`src/hw/rtl/scl_pkg.sv`:
```
`timescale 1ns / 1ps
// ----------------------------------------------------------------------------
// scl_pkg
// Types, sizes and helpers of the sector cache tag and replacement engine.
// ----------------------------------------------------------------------------
package scl_pkg;

   localparam int SLOTS        = 1024;
   localparam int PREFETCH_RUN = 16;

   localparam int IDX_W    = $clog2(SLOTS);
   localparam int RUN_W    = $clog2(PREFETCH_RUN + 1);
   localparam int SUM_W    = IDX_W + RUN_W;
   localparam int WORD_W   = 32;
   localparam int SLOT_FW  = 10;
   localparam int COUNT_FW = 5;

   typedef logic [IDX_W-1:0]    idx_type;
   typedef logic [IDX_W:0]      cnt_type;
   typedef logic [RUN_W-1:0]    run_type;
   typedef logic [SUM_W-1:0]    sum_type;
   typedef logic [WORD_W-1:0]   word_type;
   typedef logic [SLOT_FW-1:0]  slot_field_type;
   typedef logic [COUNT_FW-1:0] count_field_type;

   typedef enum logic [1:0] {
      OP_LOOKUP    = 2'd0,
      OP_FILL_DONE = 2'd1,
      OP_INVAL     = 2'd2,
      OP_FLUSH     = 2'd3
   } op_type;

   typedef enum logic [2:0] {
      RS_HIT    = 3'd0,
      RS_REQ    = 3'd1,
      RS_FILLED = 3'd2,
      RS_ERR    = 3'd3,
      RS_DONE   = 3'd4,
      RS_BUSY   = 3'd5
   } status_type;

   typedef enum logic [3:0] {
      RES_NONE,
      RES_BUSY,
      RES_NOPEND,
      RES_FILL_ERR,
      RES_FILLED,
      RES_HIT,
      RES_MISS,
      RES_INVAL_HIT,
      RES_INVAL_MISS,
      RES_FLUSH
   } res_type;

   typedef enum logic [2:0] {
      FSM_INIT,
      FSM_IDLE,
      FSM_DECODE,
      FSM_SCAN,
      FSM_FILL,
      FSM_FLUSH,
      FSM_RESP
   } fsm_type;

   typedef struct packed {
      logic    load;
      logic    cnt_clr;
      logic    scan_step;
      logic    clear_step;
      logic    fill_clr;
      logic    fill_step;
      res_type res_sel;
      logic    emit;
   } cmd_type;

   typedef struct packed {
      op_type op;
      logic   pending;
      logic   fill_ok;
      logic   hit;
      logic   scan_last;
      logic   clear_last;
      logic   fill_last;
      logic   out_free;
   } sts_type;

   function automatic slot_field_type fmt_slot(input idx_type i);
      logic [IDX_W+SLOT_FW-1:0] w;
      w = {{SLOT_FW{1'b0}}, i};
      return w[SLOT_FW-1:0];
   endfunction

   function automatic count_field_type fmt_count(input run_type c);
      logic [RUN_W+COUNT_FW-1:0] w;
      w = {{COUNT_FW{1'b0}}, c};
      return w[COUNT_FW-1:0];
   endfunction

endpackage

```
`src/hw/rtl/scl_ctrl.sv`:
```
`timescale 1ns / 1ps
// ----------------------------------------------------------------------------
// scl_ctrl
// Sequencer: clearing pass, request decode, slot scan, fill commit, flush
// and response hand-off.
// ----------------------------------------------------------------------------
module scl_ctrl (
   input  logic             clock,
   input  logic             reset,
   input  logic             req_valid,
   output logic             req_ready,
   input  scl_pkg::sts_type sts,
   output scl_pkg::cmd_type cmd
);

   scl_pkg::fsm_type state_ff, state_in;

   always_ff @(posedge clock) begin
      if (reset) begin
         state_ff <= scl_pkg::FSM_INIT;
      end else begin
         state_ff <= state_in;
      end
   end

   always_comb begin
      state_in  = state_ff;
      cmd       = '0;
      cmd.res_sel = scl_pkg::RES_NONE;
      req_ready = 1'b0;
      unique case (state_ff)
         scl_pkg::FSM_INIT: begin
            cmd.clear_step = 1'b1;
            if (sts.clear_last) begin
               state_in = scl_pkg::FSM_IDLE;
            end
         end
         scl_pkg::FSM_IDLE: begin
            req_ready = 1'b1;
            if (req_valid) begin
               cmd.load = 1'b1;
               state_in = scl_pkg::FSM_DECODE;
            end
         end
         scl_pkg::FSM_DECODE: begin
            unique case (sts.op)
               scl_pkg::OP_LOOKUP: begin
                  if (sts.pending) begin
                     cmd.res_sel = scl_pkg::RES_BUSY;
                     state_in    = scl_pkg::FSM_RESP;
                  end else begin
                     cmd.cnt_clr = 1'b1;
                     state_in    = scl_pkg::FSM_SCAN;
                  end
               end
               scl_pkg::OP_FILL_DONE: begin
                  if (!sts.pending) begin
                     cmd.res_sel = scl_pkg::RES_NOPEND;
                     state_in    = scl_pkg::FSM_RESP;
                  end else if (!sts.fill_ok) begin
                     cmd.res_sel = scl_pkg::RES_FILL_ERR;
                     state_in    = scl_pkg::FSM_RESP;
                  end else begin
                     cmd.fill_clr = 1'b1;
                     state_in     = scl_pkg::FSM_FILL;
                  end
               end
               scl_pkg::OP_INVAL: begin
                  cmd.cnt_clr = 1'b1;
                  state_in    = scl_pkg::FSM_SCAN;
               end
               scl_pkg::OP_FLUSH: begin
                  cmd.cnt_clr = 1'b1;
                  state_in    = scl_pkg::FSM_FLUSH;
               end
               default: begin
                  state_in = scl_pkg::FSM_IDLE;
               end
            endcase
         end
         scl_pkg::FSM_SCAN: begin
            if (sts.hit) begin
               cmd.res_sel = (sts.op == scl_pkg::OP_LOOKUP)
                           ? scl_pkg::RES_HIT : scl_pkg::RES_INVAL_HIT;
               state_in    = scl_pkg::FSM_RESP;
            end else if (sts.scan_last) begin
               cmd.res_sel = (sts.op == scl_pkg::OP_LOOKUP)
                           ? scl_pkg::RES_MISS : scl_pkg::RES_INVAL_MISS;
               state_in    = scl_pkg::FSM_RESP;
            end else begin
               cmd.scan_step = 1'b1;
            end
         end
         scl_pkg::FSM_FILL: begin
            cmd.fill_step = 1'b1;
            if (sts.fill_last) begin
               cmd.res_sel = scl_pkg::RES_FILLED;
               state_in    = scl_pkg::FSM_RESP;
            end
         end
         scl_pkg::FSM_FLUSH: begin
            cmd.clear_step = 1'b1;
            if (sts.clear_last) begin
               cmd.res_sel = scl_pkg::RES_FLUSH;
               state_in    = scl_pkg::FSM_RESP;
            end
         end
         scl_pkg::FSM_RESP: begin
            if (sts.out_free) begin
               cmd.emit = 1'b1;
               state_in = scl_pkg::FSM_IDLE;
            end
         end
         default: begin
            state_in = scl_pkg::FSM_IDLE;
         end
      endcase
   end

endmodule

```
`config.mk`:
```
export PLATFORM = sky130hd
export DESIGN_NAME = scl_ctrl
export DESIGN_NICKNAME = d
export VERILOG_FILES = /design/src/hw/rtl/scl_pkg.sv /design/src/hw/rtl/scl_ctrl.sv
export SDC_FILE = /design/constraint.sdc
export NUM_CORES = 1
export LEC_CHECK = 0
export BUFFER_PORTS_ARGS = -buffer_cell sky130_fd_sc_hd__buf_2
export CAP_MARGIN = 15
export CORE_AREA = 2 2 39 41
export DETAILED_ROUTE_END_ITERATION = 6
export DIE_AREA = 0 0 41 43
export GPL_TIMING_DRIVEN = 0
export SLEW_MARGIN = 20
export SYNTH_ARGS = -nofsm -noshare
export SYNTH_HDL_FRONTEND = slang
export SYNTH_SLANG_ARGS = --single-unit
```
`constraint.sdc`:
```
create_clock -name clock -period 3.1 [get_ports clock]
set_input_delay 0.155 -clock clock [delete_from_list [all_inputs] [get_ports clock]]
set_output_delay 0.155 -clock clock [all_outputs]
set_load 0.03 [all_outputs]
```
---- Yosys cells after proc, flatten, opt, wreduce, memory -nomap -nowiden ----
Index checks and enable logic that the tools add are counted.
storage, ports and cells
  register bits after elaboration ......... 3
  input port bits ......................... 12
  output and inout port bits .............. 12
  word-level logic and storage cells ...... 61
operators by class
  equal/unequal tests ..................... 15
  multiplexer cells ....................... 40
  reductions and logical operators ........ 5
operators by type and width
  cell                                           number
  two-way mux 3 bit                              10
  case mux 3 bit (7 select lines)                1
  two-way mux 1 bit                              17
  two-way mux 4 bit                              4
  case mux 4 bit (4 select lines)                1
  case mux 3 bit (4 select lines)                1
  inequality test 2 bit, second input constant   5
  == test 3 bit, second input constant           3
  two-way mux 2 bit                              4
  == test 3 x 2 -> 1 bit, second input constant  2
  AND reduction 6 bit                            1
  == test 2 bit, second input constant           2
  case mux 2 bit (2 select lines)                1
  OR reduction 2 bit                             2
  == test 3 x 1 -> 1 bit, second input constant  1
  logical NOT 3 bit                              1
  inequality test 3 bit, second input constant   1
  == test 2 x 1 -> 1 bit, second input constant  1
  logical NOT 2 bit                              1
  case mux 1 bit (2 select lines)                1

---- Logic depth before layout (Yosys ltp) ----
Gate-level depths: netlist of the first run.
  depth in word-level cells ............... 5
  mapped depth ............................ 5
  mapped depth without buffers ............ 4

---- Worst setup path after synthesis of the first run ----
OpenSTA, ideal clock, no wires.
  kind .................................... reg-to-output
  start ................................... register state_ff[2]
  end ..................................... output cmd[6] in the netlist's numbering
  arrival ................................. 1.598 ns
  data required time ...................... 2.945 ns
  path slack .............................. 1.347 ns
  stages on the path, launching flop included .. 4
  buffers on the path ..................... 1
  cells stage by stage .................... dfxtp_1 > buf_6 > nand2b_1 > nor4_1
RTL lines
  element                   line            source
  start: declaration        scl_ctrl.sv:16  scl_pkg::fsm_type state_ff, state_in;
  start signal: assignment  scl_ctrl.sv:20  state_ff <= scl_pkg::FSM_INIT;
  start signal: assignment  scl_ctrl.sv:22  state_ff <= state_in;
  end: declaration          scl_ctrl.sv:13  output scl_pkg::cmd_type cmd

==> impl_results.md, run 1 <==
* Post-CTS setup buffer count at 0
* Critical R2R Launch: state_ff[1]$_SDFFE_PP0P_
* DRT Pass-1 Iters at 1
* Adder-Cell Fraction of Synth Area at 0%
* Die height at 43 microns
* Synthesized instance count at 63
* FMAX at 586 MHz
* Die area at 1760 sq um
* Core Box Area at 1380 sq um
* Post-cts hold buffer count at 0
* Drt wl/cell at 10.3 microns
* Vias in the first global route at 431
* Iter 0 DRT Violations at 0
* Number of I/O pins at 24
* Tcrit/Tclk final at 55.1%
* Largest Register: state_ff
* Ant diodes at 0
* Startpoint Class: flop
* Fin nets at 103
* Worst reg2reg path depth at 5
* HPWL Detailed at 889 microns
* GRT Resource Usage Total at 12.8%
* Main combinational cell family by area after synthesis: simple AND/OR/NAND/NOR gates
* Port bufs at 23
* Clk buf depth at 2
* Largest regs: state_ff: 3 flops
* Register area at 60.1 sq um
* Fillers at 157
* Worst-Skew Late Latency at 0.23 ns
* Placed Instance Area at 559 sq um
* CTS Sinks at 3
* CTS root buf: clkbuf_4
* Multi-input gate area at 337 sq um
* Fin crit period at 1.71 ns
* Worst hold start: reset
* CTS resizes at 0
* Post-route non-filler standard cell count at 106
* Total CTS buffers at 3
* Die Wd at 41 microns
* Crit path max fanout at 10
* Row cnt at 14
* Share of cells above drive strength 1 at 34.4%
* Cells on Worst Hold Path at 2
* Endpoints failing hold at 0
* CP Data Arrival Time at 1.55 ns
* Critical Path Start: state_ff[1]$_SDFFE_PP0P_
* Kind of critical path: reg2out
* Starting Density at 30.7%
* Setup crit end kind: primary output
* Mux cell area share after synthesis at 2.36%
* Post-synthesis sequential area ratio at 14.2%
* Commonest non-fill, non-tap cell in the layout: buf_2
* Antenna Nets Post-Route at 0
* Area growth, synth to finish at 38.1%
* Max-slew violation count at 0
* Status: complete, no violations
* Synthesized area at 424 sq um
* GRT overflow at 0
* First-pass GRT wire length at 1650 microns
* Gpl congestion at 0.758
* Most frequent cells in the layout: buf_2, nand2_1, o21ai_0, a21oi_1, nor2_1
* Mapped Nets at 75
* Synth warnings at 0
* Xor/xnor cell area share of the yosys netlist at 0%
* Unrepaired setup endpoints after global routing: no
* Slew @ Worst Pin at 0.375 ns
* Synthesized-area fraction occupied by and/or/nand/nor cells at 50.1%
* Maxcap violations at 0
* TritonCTS clock tree: done
* Synth Area in Compound Gates at 26.8%
* Routed vias at 529
* Remaining DRCs at 0
* Power Dens Cells at 738 nW/um^2
* Setup TNS at 0 ns
* Setup violators final at 0
* Htree depth at 1
* Syn Area/Cell at 6.73 sq um
* Final Util at 42.3%
* Hold crit path type: in2reg
* Flops & latches, synth at 3
* Final wirelength at 1090 microns
* Initial antenna violation count at 0
* Leakage at 0.288 nW
* Worst vdd ir at 233 uV
* Max reg flops at 3
* Finished Cell Area at 586 sq um
* Largest net degree at the start of global routing at 11
* Cell variety after synth at 29
* Worst Path Required at 2.94 ns
* Clock-pin slew on the worst setup and hold paths at 0.03 ns
* Via/cell ratio at 4.99
* Dpl cells at 102
* Clk_skew at 0.00110 ns
* Hold slack at 0.115 ns
* Slew margin rel. at 75.0%
-- worst max-delay path, cell delays in order, from the launching register on --
cell and delay, ns:
dfxtp_1 0.31, clkbuf_2 0.20, nand2b_1 0.16, nor4b_1 0.35, a21o_1 0.12, buf_2 0.19
-- final cells by class --
class                      instances  area share [%]
buffer                             3            3.42
clock buffer                       4            4.49
inverter                           2            1.28
multi-input combinational         55            57.5
sequential                         3            10.3
tap                               16            3.42
timing repair buffer              23            19.7
-- synthesized netlist by cell type, drive strengths merged --
cell | count | area, sq um
nor3 | 3 | 15.0
o2111ai | 1 | 8.76
a22oi | 1 | 12.5
nor2 | 6 | 22.5
nor2b | 2 | 20.0
inv | 2 | 7.51
nand3b | 1 | 7.51
dfxtp | 3 | 60.1
and2 | 2 | 12.5
clkbuf | 2 | 8.75
o21ai | 6 | 30.0
a21o | 1 | 7.51
nand2 | 6 | 22.5
o21ba | 1 | 10.0
a211oi | 1 | 7.51
and3 | 3 | 18.8
nor3b | 1 | 7.51
nor4b | 3 | 26.3
buf | 1 | 11.3
a21oi | 6 | 30.0
nor4 | 2 | 12.5
nand3 | 1 | 5.00
a21boi | 1 | 7.51
or3b | 1 | 8.76
mux2i | 1 | 10.0
nand2b | 3 | 18.8
and2b | 2 | 15.0
-- layer usage --
metal	GRT usage [%]	vias up	wire, microns
met5	0	-	0
met4	2.00	0	0
met3	1.57	0	52
met2	21.3	14	512
met1	17.3	232	529
li1	-	283	-
-- final timing paths --
check | to | slack, ns
max | cmd[1] | 1.39
min | state_ff[1]$_SDFFE_PP0P_ | 0.11
max reg2reg | state_ff[1]$_SDFFE_PP0P_ | 1.74
min reg2reg | state_ff[2]$_SDFFE_PP0P_ | 0.61
-- per-stage QoR --
step / setup slack [ns] / total power, mW
after floorplan: 1.35 / 0.297
after global placement: 1.68 / 0.368
after detailed placement: 1.65 / 0.371
after CTS: 1.40 / 0.439
after global routing: 1.18 / 0.471
final: 1.39 / 0.432
-- power breakdown --
| group | internal [mW] | leakage, nW | switching [mW] | total [mW] |
|---|---|---|---|---|
| registers | 0.0531 | 0.0246 | 0.0115 | 0.0646 |
| logic | 0.114 | 0.248 | 0.189 | 0.303 |
| clock network | 0.0480 | 0.0150 | 0.0172 | 0.0652 |
-- cell families (layout without fill, tap and decap cells) --
family / count (synthesis) / after routing
simple gates: 36 / 36
mux: 1 / 1
compound gates: 18 / 18
flops: 3 / 3
buf+inv: 5 / 32
Power figures use the tool's default switching activity.
==> run 2, diff against run 1 <==
- clock period: 3.1 -> 1.7 ns (I/O delays scaled with it)
==> impl_results.md, run 2 (same netlist as run 1, synthesis figures left out) <==
* Status: complete, no violations
* Fillers at 159
* Clk_skew at 0.000513 ns
* Leakage at 0.294 nW
* Vias in the first global route at 463
* Power Dens Cells at 1340 nW/um^2
* Endpoints failing hold at 0
* Startpoint Class: flop
* Worst Path Required at 1.62 ns
* Largest regs: state_ff: 3 flops
* GRT overflow at 0
* First-pass GRT wire length at 1730 microns
* Die area at 1760 sq um
* Kind of critical path: reg2out
* Die Wd at 41 microns
* Clk buf depth at 2
* Area growth, synth to finish at 41.6%
* HPWL Detailed at 883 microns
* Die height at 43 microns
* Most frequent cells in the layout: buf_2, nand2_1, o21ai_0, a21oi_1, nor2_1
* Starting Density at 30.7%
* Share of cells above drive strength 1 at 38.9%
* Largest net degree at the start of global routing at 11
* CTS Sinks at 3
* Fin nets at 103
* Setup violators final at 0
* Max reg flops at 3
* Antenna Nets Post-Route at 0
* Initial antenna violation count at 0
* Setup TNS at 0 ns
* Crit path max-delay cell type: dfxtp_1
* Ant diodes at 0
* Crit path max fanout at 10
* Crit path buf inv count at 2
* Max stage delay on crit path at 0.31 ns
* Hold crit path type: in2reg
* Port bufs at 23
* TritonCTS clock tree: done
* FMAX at 659 MHz
* Max-slew violation count at 0
* Tcrit/Tclk final at 89.3%
* Commonest non-fill, non-tap cell in the layout: buf_2
* Final wirelength at 1080 microns
* Worst-Skew Late Latency at 0.22 ns
* Routed vias at 546
* Total CTS buffers at 3
* Worst path cell trace: buf_6 > nor2b_1 > and2_1 > nand2_1 > o21ai_0 > buf_2
* Largest Register: state_ff
* Core Box Area at 1380 sq um
* Placed Instance Area at 564 sq um
* Iter 0 DRT Violations at 12
* Worst vdd ir at 485 uV
* Drt wl/cell at 10.2 microns
* GRT Resource Usage Total at 13.7%
* Finished Cell Area at 601 sq um
* Via/cell ratio at 5.15
* Unrepaired setup endpoints after global routing: no
* Htree depth at 1
* Remaining DRCs at 0
* Final Worst Setup Slack at 0.182 ns
* Setup crit end kind: primary output
* DRT Pass-1 Iters at 4
* Maxcap violations at 0
* Hold slack at 0.0511 ns
* CP Data Arrival Time at 1.43 ns
* Row cnt at 14
* Gpl congestion at 0.796
* Number of I/O pins at 24
* Worst slack at placement at 0.306 ns
* Slew @ Worst Pin at 0.325 ns
* CTS root buf: clkbuf_4
* Crit path max-delay family: simple AND/OR/NAND/NOR gates
* Clock-pin slew on the worst setup and hold paths at 0.03 ns
* Slew margin rel. at 78.1%
* Fin crit period at 1.52 ns
## run 2: worst paths after layout
path                       startpoint                  endpoint  slack [ns]  cells after the start
min                             reset  state_ff[1]$_SDFFE_PP0P_        0.05                      2
max          state_ff[2]$_SDFFE_PP0P_                    cmd[3]        0.18                      6
max reg2reg  state_ff[1]$_SDFFE_PP0P_  state_ff[1]$_SDFFE_PP0P_        0.31                      5
min reg2reg  state_ff[2]$_SDFFE_PP0P_  state_ff[2]$_SDFFE_PP0P_        0.63                      3
## run 2: layer usage
layer,track usage [%],up-vias,part of all wire [%]
met5,0,-,0
met4,2.67,0,0
met3,4.71,0,5.7
met2,24.1,16,49
met1,15.1,246,45
li1,-,284,-
## run 2: cell type report
class	count	area, sq um	share of cell area, %
inverters	2	7.51	1.25
flip-flops and latches	3	60.1	10.0
well taps	16	20.0	3.33
repair buffers	23	115	19.2
multi-input cells	55	350	58.3
plain buffers	3	21.3	3.54
clock buffers	4	26.3	4.38
## run 2: worst register-to-register path: cells and delay by family, from the launching register on
kind | cells | cell delay, ns
compound gates | 2 | 0.37
buf+inv | 1 | 0.20
flops | 1 | 0.31
simple gates | 2 | 0.44
## run 2: stage by stage
stage | power [mW] | utilization [%] | instances
global route | 0.885 | 43.4 | 106
detailed placement | 0.682 | 40.8 | 102
finish | 0.805 | 43.4 | 106
floorplan | 0.546 | - | 63
global placement | 0.678 | 40.8 | 102
CTS | 0.805 | 42.7 | 106
## run 2: power by group
group	internal, mW	switching, mW	total [mW]
Clock	0.0874	0.0299	0.117
Sequential	0.0968	0.0220	0.119
Combinational	0.215	0.354	0.569
## run 2: timing repair
| item | CTS | global route |
|---|---|---|
| hold buffers | 0 | 0 |
| setup endpoints to repair | 0 | 5 |
| buffers inserted | 0 | 0 |
| gates resized for setup | 0 | 4 |
